**src/sv/mtbd_pkg.sv**
```systemverilog
`default_nettype none
package mtbd_pkg;

	// Parser phase, one-hot
	typedef enum logic [2:0] {
		PH_STATUS = 3'b001,
		PH_DATA1  = 3'b010,
		PH_DATA2  = 3'b100
	} phase_t;

	typedef enum logic [1:0] {
		EV_NOTE_ON  = 2'd0,
		EV_NOTE_OFF = 2'd1,
		EV_PARAM    = 2'd2
	} event_kind_t;

	// Status high nibbles
	localparam logic [3:0] MSG_NOTE_OFF = 4'h8;
	localparam logic [3:0] MSG_NOTE_ON  = 4'h9;
	localparam logic [3:0] MSG_CTRL     = 4'hB;

	localparam logic [6:0] HELD_NOTE_RST = 7'd60;
	localparam logic [6:0] HELD_VEL_RST  = 7'd100;

	typedef struct packed {
		logic        valid;
		event_kind_t kind;
		logic [6:0]  note;
		logic [6:0]  velocity;
		logic [4:0]  pid;
		logic [6:0]  pval;
	} result_t;

	typedef struct packed {
		logic       hit;
		logic [4:0] id;
	} cc_entry_t;

	// Controller number to parameter index, ascending controller order
	function automatic cc_entry_t cc_lookup(input logic [6:0] cc);
		cc_entry_t e;
		e.hit = 1'b1;
		case (cc)
			7'd14:   e.id = 5'd0;
			7'd16:   e.id = 5'd1;
			7'd18:   e.id = 5'd2;
			7'd19:   e.id = 5'd3;
			7'd20:   e.id = 5'd4;
			7'd21:   e.id = 5'd5;
			7'd22:   e.id = 5'd6;
			7'd24:   e.id = 5'd7;
			7'd25:   e.id = 5'd8;
			7'd26:   e.id = 5'd9;
			7'd28:   e.id = 5'd10;
			7'd30:   e.id = 5'd11;
			7'd31:   e.id = 5'd12;
			7'd32:   e.id = 5'd13;
			7'd33:   e.id = 5'd14;
			7'd34:   e.id = 5'd15;
			7'd35:   e.id = 5'd16;
			7'd36:   e.id = 5'd17;
			7'd37:   e.id = 5'd18;
			7'd38:   e.id = 5'd19;
			7'd39:   e.id = 5'd20;
			7'd40:   e.id = 5'd21;
			7'd71:   e.id = 5'd22;
			7'd72:   e.id = 5'd23;
			7'd74:   e.id = 5'd24;
			7'd75:   e.id = 5'd25;
			7'd77:   e.id = 5'd26;
			7'd104:  e.id = 5'd27;
			7'd109:  e.id = 5'd28;
			7'd110:  e.id = 5'd29;
			7'd127:  e.id = 5'd30;
			default: begin
				e.hit = 1'b0;
				e.id  = 5'd0;
			end
		endcase
		return e;
	endfunction

endpackage
`default_nettype wire

```
**src/sv/midi_three_byte_event_decoder.sv**
```systemverilog
// A byte is parsed out of the input register into the result register.
// Throughput: one byte per cycle; the input register and result register
// advance together whenever the result register is empty or being taken.
// Reset (arst_n low, asynchronous): pipeline empty, parser waits for status,
// gate off, held note 60, held velocity 100.
`default_nettype none
module midi_three_byte_event_decoder
	import mtbd_pkg::*;
(
	input  wire logic       clk,
	input  wire logic       arst_n,
	input  wire logic       rx_valid,
	output logic            rx_stall,
	input  wire logic [7:0] rx_byte,
	output logic            ev_valid,
	input  wire logic       ev_stall,
	output logic [1:0]      event_kind,
	output logic [6:0]      note_number,
	output logic [6:0]      note_velocity,
	output logic [4:0]      param_id,
	output logic [6:0]      param_value
);

	logic       v_s1;
	logic [7:0] byte_s1;
	logic       advance;
	logic       ev_valid_q;
	result_t    res;
	result_t    res_q;

	assign advance  = !ev_valid_q || !ev_stall;
	assign rx_stall = v_s1 && !advance;

	always_ff @(posedge clk or negedge arst_n) begin
		if (!arst_n) begin
			v_s1 <= 1'b0;
		end else if (!rx_stall) begin
			v_s1 <= rx_valid;
		end
	end

	always_ff @(posedge clk) begin
		if (!rx_stall && rx_valid) begin
			byte_s1 <= rx_byte;
		end
	end

	mtbd_parser u_parser (
		.clk     (clk),
		.arst_n  (arst_n),
		.fire    (v_s1 && advance),
		.byte_in (byte_s1),
		.res     (res)
	);

	always_ff @(posedge clk or negedge arst_n) begin
		if (!arst_n) begin
			ev_valid_q <= 1'b0;
		end else if (advance) begin
			ev_valid_q <= res.valid;
		end
	end

	always_ff @(posedge clk) begin
		if (advance && res.valid) begin
			res_q <= res;
		end
	end

	assign ev_valid      = ev_valid_q;
	assign event_kind    = res_q.kind;
	assign note_number   = res_q.note;
	assign note_velocity = res_q.velocity;
	assign param_id      = res_q.pid;
	assign param_value   = res_q.pval;

endmodule
`default_nettype wire

```
**src/sv/mtbd_parser.sv**
```systemverilog
`default_nettype none
module mtbd_parser
	import mtbd_pkg::*;
(
	input  wire logic       clk,
	input  wire logic       arst_n,
	input  wire logic       fire,
	input  wire logic [7:0] byte_in,
	output result_t         res
);

	phase_t     phase_q, phase_d;
	logic [7:0] status_q, status_d;
	logic [6:0] first_q, first_d;
	logic       gate_q, gate_d;
	logic [6:0] note_q, note_d;
	logic [6:0] vel_q, vel_d;
	cc_entry_t  cc;

	assign cc = cc_lookup(first_q);

	always_comb begin
		phase_d  = phase_q;
		status_d = status_q;
		first_d  = first_q;
		gate_d   = gate_q;
		note_d   = note_q;
		vel_d    = vel_q;
		res      = '0;
		if (byte_in[7]) begin
			// status byte always restarts the message
			status_d = byte_in;
			phase_d  = PH_DATA1;
		end else begin
			case (phase_q)
				PH_DATA1: begin
					first_d = byte_in[6:0];
					phase_d = PH_DATA2;
				end
				PH_DATA2: begin
					phase_d = PH_STATUS;
					case (status_q[7:4])
						MSG_NOTE_ON: begin
							if (!gate_q) begin
								gate_d       = 1'b1;
								note_d       = first_q;
								vel_d        = byte_in[6:0];
								res.valid    = 1'b1;
								res.kind     = EV_NOTE_ON;
								res.note     = first_q;
								res.velocity = byte_in[6:0];
							end
						end
						MSG_NOTE_OFF: begin
							if (gate_q) begin
								gate_d       = 1'b0;
								res.valid    = 1'b1;
								res.kind     = EV_NOTE_OFF;
								res.note     = note_q;
								res.velocity = vel_q;
							end
						end
						MSG_CTRL: begin
							if (cc.hit) begin
								res.valid = 1'b1;
								res.kind  = EV_PARAM;
								res.pid   = cc.id;
								res.pval  = byte_in[6:0];
							end
						end
						default: ;
					endcase
				end
				default: phase_d = PH_STATUS;
			endcase
		end
		if (!fire) begin
			res.valid = 1'b0;
		end
	end

	always_ff @(posedge clk or negedge arst_n) begin
		if (!arst_n) begin
			phase_q  <= PH_STATUS;
			status_q <= '0;
			first_q  <= '0;
			gate_q   <= 1'b0;
			note_q   <= HELD_NOTE_RST;
			vel_q    <= HELD_VEL_RST;
		end else if (fire) begin
			phase_q  <= phase_d;
			status_q <= status_d;
			first_q  <= first_d;
			gate_q   <= gate_d;
			note_q   <= note_d;
			vel_q    <= vel_d;
		end
	end

endmodule
`default_nettype wire

```
**config.mk**
```make
export PLATFORM = sky130hd
export DESIGN_NAME = midi_three_byte_event_decoder
export DESIGN_NICKNAME = d
export VERILOG_FILES = /design/src/sv/mtbd_pkg.sv /design/src/sv/midi_three_byte_event_decoder.sv /design/src/sv/mtbd_parser.sv
export SDC_FILE = /design/constraint.sdc
export NUM_CORES = 1
export LEC_CHECK = 0
export BUFFER_PORTS_ARGS = -buffer_cell sky130_fd_sc_hd__buf_2
export CAP_MARGIN = 0
export CORE_AREA = 2 2 111 59
export DETAILED_ROUTE_END_ITERATION = 10
export DIE_AREA = 0 0 113 61
export GPL_TIMING_DRIVEN = 0
export PLACE_DENSITY = 0.82
export SLEW_MARGIN = 20
export SYNTH_ARGS = -nofsm -noshare
export SYNTH_HDL_FRONTEND = slang
export SYNTH_SLANG_ARGS = --single-unit
```
**constraint.sdc**
```tcl
create_clock -name clk -period 2.8 [get_ports clk]
set_clock_uncertainty 0.2 [all_clocks]
set_input_delay 0 -clock clk [delete_from_list [all_inputs] [get_ports clk]]
set_output_delay 0 -clock clk [all_outputs]
set_load 0.05 [all_outputs]
```
# ---- Word-level counts from Yosys, hierarchy flattened
# Cells that the tools add are included.
dict set report op_classes {
  bitwise 5
  n_reduce_logical 17
  muxes 15
  n_eq_ne 36
}
# op count
set ops {}
lappend ops {{5-bit case mux with 30 select lines} 1}
lappend ops {{7-bit by 5-bit equality test with 1-bit output (second input constant)} 12}
lappend ops {{7-bit by 6-bit equality test with 1-bit output (second input constant)} 9}
lappend ops {{7-bit equality test (second input constant)} 9}
lappend ops {{29-bit two-way mux} 2}
lappend ops {{17-bit two-way mux} 2}
lappend ops {{31-bit OR reduction} 1}
lappend ops {{14-bit case mux with 2 select lines} 1}
lappend ops {{12-bit two-way mux} 2}
lappend ops {{4-bit equality test (second input constant)} 3}
lappend ops {{3-bit two-way mux} 3}
lappend ops {{3-bit case mux with 3 select lines} 1}
lappend ops {{7-bit by 4-bit equality test with 1-bit output (second input constant)} 1}
lappend ops {{1-bit inverter} 5}
lappend ops {{5-bit AND reduction} 1}
lappend ops {{1-bit logical AND} 4}
lappend ops {{1-bit logical NOT} 4}
lappend ops {{4-bit AND reduction} 1}
lappend ops {{4-bit OR reduction} 1}
lappend ops {{3-bit by 2-bit equality test with 1-bit output (second input constant)} 1}
lappend ops {{3-bit equality test (second input constant)} 1}
lappend ops {{3-bit AND reduction} 1}
lappend ops {{1-bit two-way mux} 2}
lappend ops {{1-bit case mux with 2 select lines} 1}
lappend ops {{4 further kinds} 4}
dict set report totals {
  ff_bits 71
  elab_cells 87
}

# ---- Logic depth before layout (Yosys ltp)
dict set report depth {
  ltp_word 9
  ltp_mapped 8
  depth_no_buf 6
}

# ---- Cells and area by module
# From an unflattened synthesis, not the netlist that was laid out.
dict set report unflattened {
  hier_cells 277
  area_unflattened_um2 3244.4
}
# module area_each_um2 cells_per_inst instances
set by_module_without_submodules {}
lappend by_module_without_submodules {mtbd_parser 2064.5 231 1}
lappend by_module_without_submodules {midi_three_byte_event_decoder 1179.9 46 1}

# ---- Worst setup path before layout
# OpenSTA, ideal clock, no wires.
dict set report synth_timing {
  kind {reg-to-reg}
  start {register u_parser.first_q[6]}
  end {register res_q, in the netlist event_kind[0] (enable)}
  path_stages_with_launch 7
  required_ps 2217
  arrival_ps 1978
  synth_period_minus_slack_ps 2561
  path_slack_ps 239
  path_buffers 1
  path_cell_list {dfrtp_1 -> buf_6 -> or4b_1 -> nor2_1 -> nand4bb_2 -> o31ai_1 -> inv_1}
}
dict set report synth_via {
  elab_chain_cells 9
  word_cells_on_any_way 39
}
# item line
set synth_rtl {}
lappend synth_rtl {{from (decl)} mtbd_parser.sv:14} ;# logic [6:0] first_q, first_d;
lappend synth_rtl {{from (signal assigned)} mtbd_parser.sv:93} ;# first_q <= first_d;
lappend synth_rtl {{7-bit by 4-bit equality test with 1-bit output (tied with other cells)} mtbd_pkg.sv:43} ;# case (cc)
lappend synth_rtl {{31-bit OR reduction (no source line) (*)} --}
lappend synth_rtl {{1-bit two-way mux (*)} mtbd_pkg.sv:43}
lappend synth_rtl {{3-bit two-way mux (*)} mtbd_parser.sv:64} ;# if (cc.hit) begin
lappend synth_rtl {{3-bit case mux with 3 select lines (*)} mtbd_parser.sv:42} ;# case (status_q[7:4])
lappend synth_rtl {{29-bit two-way mux (*)} mtbd_parser.sv:35} ;# case (phase_q)
lappend synth_rtl {{29-bit two-way mux (*)} mtbd_parser.sv:30} ;# if (byte_in[7]) begin
lappend synth_rtl {{1-bit two-way mux (*)} mtbd_parser.sv:77} ;# if (!fire) begin
lappend synth_rtl {{1-bit logical AND (*)} midi_three_byte_event_decoder.sv:65} ;# if (advance && res.valid) begin
lappend synth_rtl {{to (signal assigned)} midi_three_byte_event_decoder.sv:66} ;# res_q <= res;
lappend synth_rtl {{to (decl)} midi_three_byte_event_decoder.sv:29} ;# result_t res_q;
# Every way passes the cells marked *; elsewhere a longest branch is shown, timed or not.
# A chain may end at the register's enable or synchronous reset.

# ---- Worst setup path in the final report
dict set report layout_timing {
  start {register u_parser.first_q[4]}
  end {register res_q, in the netlist note_number[6] (enable)}
}
# The elaborated chain is that of the path after synthesis.

==> reports/summary.txt <==
STA
----------------------------------------------------------------------------------------
Unrepaired setup endpoints after global routing                                       no
Hold violation total from the final report                                             0
Transition time of the tightest slew-check pin                                  0.682 ns
Number of setup violations in the final report                                         0
Upper clock frequency limit                                                      376 MHz
Normalized max-slew margin                                                         0.545
Setup ws final                                                                  0.143 ns
Final number of max-transition violations                                              0
Final Critical Period                                                            2.66 ns
Period Utilization, post-route                                                     0.949

GLOBAL ROUTING
----------------------------------------------------------------------------------------
Vias in the first global route                                                      2238
Pin count of the biggest net entering global routing                                  32
GRT overflow                                                                           0
Global-route wire length before repair                                          12600 um
Global-route usage over all layers                                                 0.255
Number of antenna violations at the first check in global routing                      0

PWR
----------------------------------------------------------------------------------------
Worst IR Drop VDD                                                             0.000778 V
Cell leakage power                                                               1.63 nW
Overall power                                                                  0.00348 W
Power density relative to cell area                                          853 nW/um^2

LAYOUT
----------------------------------------------------------------------------------------
Total number of nets in the final design                                             365
Fraction of layout instances using a drive strength above 1                        0.318
Final std cells w/o fill                                                             435
Area growth from synthesis to final layout                                         23.6%
Leading cell type in the layout, fill and taps excluded                     sky130_fd_sc_hd__buf_2
Count of inserted antenna diode cells                                                  0
Commonest cells after routing, fill and taps aside                          sky130_fd_sc_hd__buf_2 (49), sky130_fd_sc_hd__edfxtp_1 (36), sky130_fd_sc_hd__nor2_1 (31)
Core Util, Final                                                                   0.691

ROUTING
----------------------------------------------------------------------------------------
Number of vias per cell                                                             5.93
Routed wire length per instance                                                  18.9 um
Number of optimization iterations in the first detailed-route pass                    10
Total number of vias                                                                2579
DRT antenna net count                                                                  0
Total DRC errors in the routed layout                                                  5
Metal1 wirelength                                                                3820 um
DR WL met2                                                                       3400 um
Total wire length                                                                8210 um
Total length of routed met3 wires                                                 910 um
Number of DRC markers after the initial detailed-route iteration                     304
Top routing layer used                                                              met4

YOSYS
----------------------------------------------------------------------------------------
Number of warning messages in the yosys log                                            0
Post-Synthesis Mean Instance Area                                              11.6 um^2
Main combinational cell family by area after synthesis                      simple AND/OR/NAND/NOR gates
Number of standard cells after synthesis                                             285
Share of flip-flops with an asynchronous set or reset                              0.463
Fraction of synthesized cell area in xor and xnor cells                           0.0182
Number of synthesized register bits                                                   67
Count of unique library cells instantiated by Yosys                                   56
Fraction of the yosys area taken by sequential cells                               0.565
Top_reg_cell synth                                                          sky130_fd_sc_hd__edfxtp_1
Adder-cell area share of the yosys netlist                                       0.00303
Net count after synthesis                                                            297
Post-synth EDFFs                                                                      36
Multiplexer share of the synthesized area                                         0.0716
Syn Std Cell Area                                                              3300 um^2
Simple logic cell fraction of the synthesized area                                 0.184
Fraction of the mapped netlist area in compound gates                              0.114

PLACE
----------------------------------------------------------------------------------------
Total half-perimeter wirelength after legalization and detailed placement        5620 um
Setup slack at placement                                                       -0.270 ns
Total instance count after detailed placement                                        403
Number of port buffers                                                                41
Global placer's final weighted congestion                                          0.945

CLOCK TREE
----------------------------------------------------------------------------------------
Clk slew on worst S/H paths                                                      0.05 ns
CTS tree                                                                            done
Number of clock sinks seen by CTS                                                     67
Maximum buffer depth of the clock tree                                                 2
Clock buffers created by TritonCTS                                                     9
Clock latency on the worst-skew pair                                             0.33 ns
CTS HTree Levels                                                                       3
Clock root buffer                                                           sky130_fd_sc_hd__clkbuf_16

RUN
----------------------------------------------------------------------------------------
Count of maximum capacitance violations                                                0

SETUP PATH
----------------------------------------------------------------------------------------
Sum of buffers and inverters on the critical path                                      3
Cell family with the largest share of critical-path delay                   simple AND/OR/NAND/NOR gates
Type of element capturing the critical path                                    flip-flop
Kind of critical path                                                       flip-flop to flip-flop
Kind of start point of the critical path                                       flip-flop
Slowest cell on the critical path                                           sky130_fd_sc_hd__dfrtp_1
Arrival @ worst endpoint                                                         2.54 ns
Required time of the critical path                                               2.68 ns
Worst-path maximum fanout                                                             10
CP max stage delay                                                               0.45 ns
CP cell instances                                                           buf_2, nor2_1, nand4_1, nand4b_1, nand4bb_2, o31ai_4, clkinvlp_4, buf_4

DIE
----------------------------------------------------------------------------------------
Starting utilization of the core area                                              0.560
Core area                                                                      5910 um^2
Die Wd                                                                            113 um
Die height                                                                         61 um
Top-level I/O count                                                                   42
Die area                                                                       6890 um^2
Floorplan row count                                                                   20

STATUS
----------------------------------------------------------------------------------------
Run status                                                                  complete, but fails checks
Violated checks                                                             design-rule violations

HOLD PATH
----------------------------------------------------------------------------------------
Type of the tightest min-delay check                                        input port to asynchronous set/reset pin

[worst reg2reg max path, cell delays in order (launching register included)]
cell and delay, ns:
sky130_fd_sc_hd__dfrtp_1 0.45, sky130_fd_sc_hd__buf_2 0.28, sky130_fd_sc_hd__nor2_1 0.14, sky130_fd_sc_hd__nand4_1 0.11, sky130_fd_sc_hd__nand4b_1 0.12, sky130_fd_sc_hd__nand4bb_2 0.31
sky130_fd_sc_hd__o31ai_4 0.41, sky130_fd_sc_hd__clkinvlp_4 0.18, sky130_fd_sc_hd__buf_4 0.20
[worst paths after layout]
check                                                      from  slack, ns  cells after the start                         endpoint
worst max-delay path            u_parser.first_q[4]$_DFFE_PN0P_       0.14                      8     note_number[6]$_SDFFCE_PP0P_
worst min-delay path                                     arst_n       0.08                      2  u_parser.first_q[1]$_DFFE_PN0P_
worst max register to register  u_parser.first_q[4]$_DFFE_PN0P_       0.14                      8     note_number[6]$_SDFFCE_PP0P_
worst min register to register   u_parser.note_q[0]$_DFFE_PN0P_       0.28                      2   u_parser.note_q[0]$_DFFE_PN0P_
max in group asynchronous                                arst_n       1.88                      2    u_parser.vel_q[0]$_DFFE_PN0P_
min in group clk                                     rx_byte[4]       0.17                      2             byte_s1[4]$_DFFE_PP_
[metal layers]
layer,global-route usage,up-vias
met5,0,-
met4,0.0679,0
met3,0.0839,14
met2,0.355,151
met1,0.384,1232
li1,-,1182
[cells by family after synthesis]
family	count (synthesis)
and+or+nand+nor	111
DFF	67
AOI/OAI and AO/OA	54
buffers and inverters	25
muxes	21
xor gates and xnor gates	6
adders and majority gates	1
[flip-flops by register name, indices dropped and copies added (netlist names), 3 cells and up]
signal             count
note_velocity          7
note_number            7
u_parser.status_q      4
param_value            7
u_parser.note_q        7
u_parser.first_q       7
u_parser.vel_q         7
byte_s1                8
u_parser.phase_q       3
param_id               5
[metrics by stage]
step / instance area, um^2 / setup TNS [ns] / hold WS (ns)
3_3_place_gp: 3610 / -8.03 / -0.124
3_5_place_dp: 3610 / -7.52 / -0.123
6_report: 4080 / 0 / 0.0825
4_1_cts: 4070 / 0 / 0.0624
2_1_floorplan: 3300 / 0 / -0.496
5_1_grt: 4080 / 0 / 0.152
[synth_stat cells, types with 2 or more instances]
| master | number | share of area |
|---|---|---|
| sky130_fd_sc_hd__a21oi_1 | 8 | 0.012 |
| sky130_fd_sc_hd__a22oi_1 | 15 | 0.034 |
| sky130_fd_sc_hd__a31oi_1 | 3 | 0.0057 |
| sky130_fd_sc_hd__and2_1 | 2 | 0.0038 |
| sky130_fd_sc_hd__and3_1 | 8 | 0.015 |
| sky130_fd_sc_hd__buf_2 | 8 | 0.012 |
| sky130_fd_sc_hd__buf_6 | 5 | 0.017 |
| sky130_fd_sc_hd__clkbuf_1 | 3 | 0.0034 |
| sky130_fd_sc_hd__dfrtp_1 | 23 | 0.17 |
| sky130_fd_sc_hd__dfstp_2 | 8 | 0.064 |
| sky130_fd_sc_hd__edfxtp_1 | 36 | 0.33 |
| sky130_fd_sc_hd__inv_1 | 7 | 0.0080 |
| sky130_fd_sc_hd__mux2_2 | 21 | 0.072 |
| sky130_fd_sc_hd__nand2_1 | 24 | 0.027 |
| sky130_fd_sc_hd__nand2b_1 | 10 | 0.019 |
| sky130_fd_sc_hd__nand3_1 | 3 | 0.0045 |
| sky130_fd_sc_hd__nand3b_1 | 4 | 0.0091 |
| sky130_fd_sc_hd__nand4_1 | 3 | 0.0057 |
| sky130_fd_sc_hd__nor2_1 | 31 | 0.035 |
| sky130_fd_sc_hd__nor3_1 | 10 | 0.015 |
| sky130_fd_sc_hd__o21a_1 | 3 | 0.0068 |
| sky130_fd_sc_hd__o21ai_0 | 8 | 0.012 |
| sky130_fd_sc_hd__o22ai_1 | 4 | 0.0076 |
| sky130_fd_sc_hd__o32ai_1 | 2 | 0.0053 |
| sky130_fd_sc_hd__or2_1 | 2 | 0.0038 |
| sky130_fd_sc_hd__xnor2_1 | 4 | 0.011 |
[power breakdown]
group	switching (W)	internal [W]
logic	0.000685	0.000421
clock network	0.000400	0.000771
registers	0.0000823	0.00112
[area by class of cell]
type / count / area [um^2]
Timing Repair inverter: 1 / 7.51
Clock inverter: 6 / 80.1
Fill cell: 443 / 1820
Inverter: 7 / 30.0
Buffer: 18 / 119
Tap cell: 77 / 96.3
Sequential cell: 67 / 1870
Timing Repair Buffer: 56 / 348
Clock buffer: 10 / 229
Multi-Input combinational cell: 193 / 1310
[timing repair]
item / CTS / global route
setup buffers: 3 / 0
gates cloned: 1 / 0
resized for setup: 3 / 1
endpoints found under the setup margin: 28 / 28
endpoints found under the hold margin: 41 / 0
pin swaps: 0 / 0
hold buffers: 12 / 0
No activity file was read; power rests on OpenSTA's default activity.
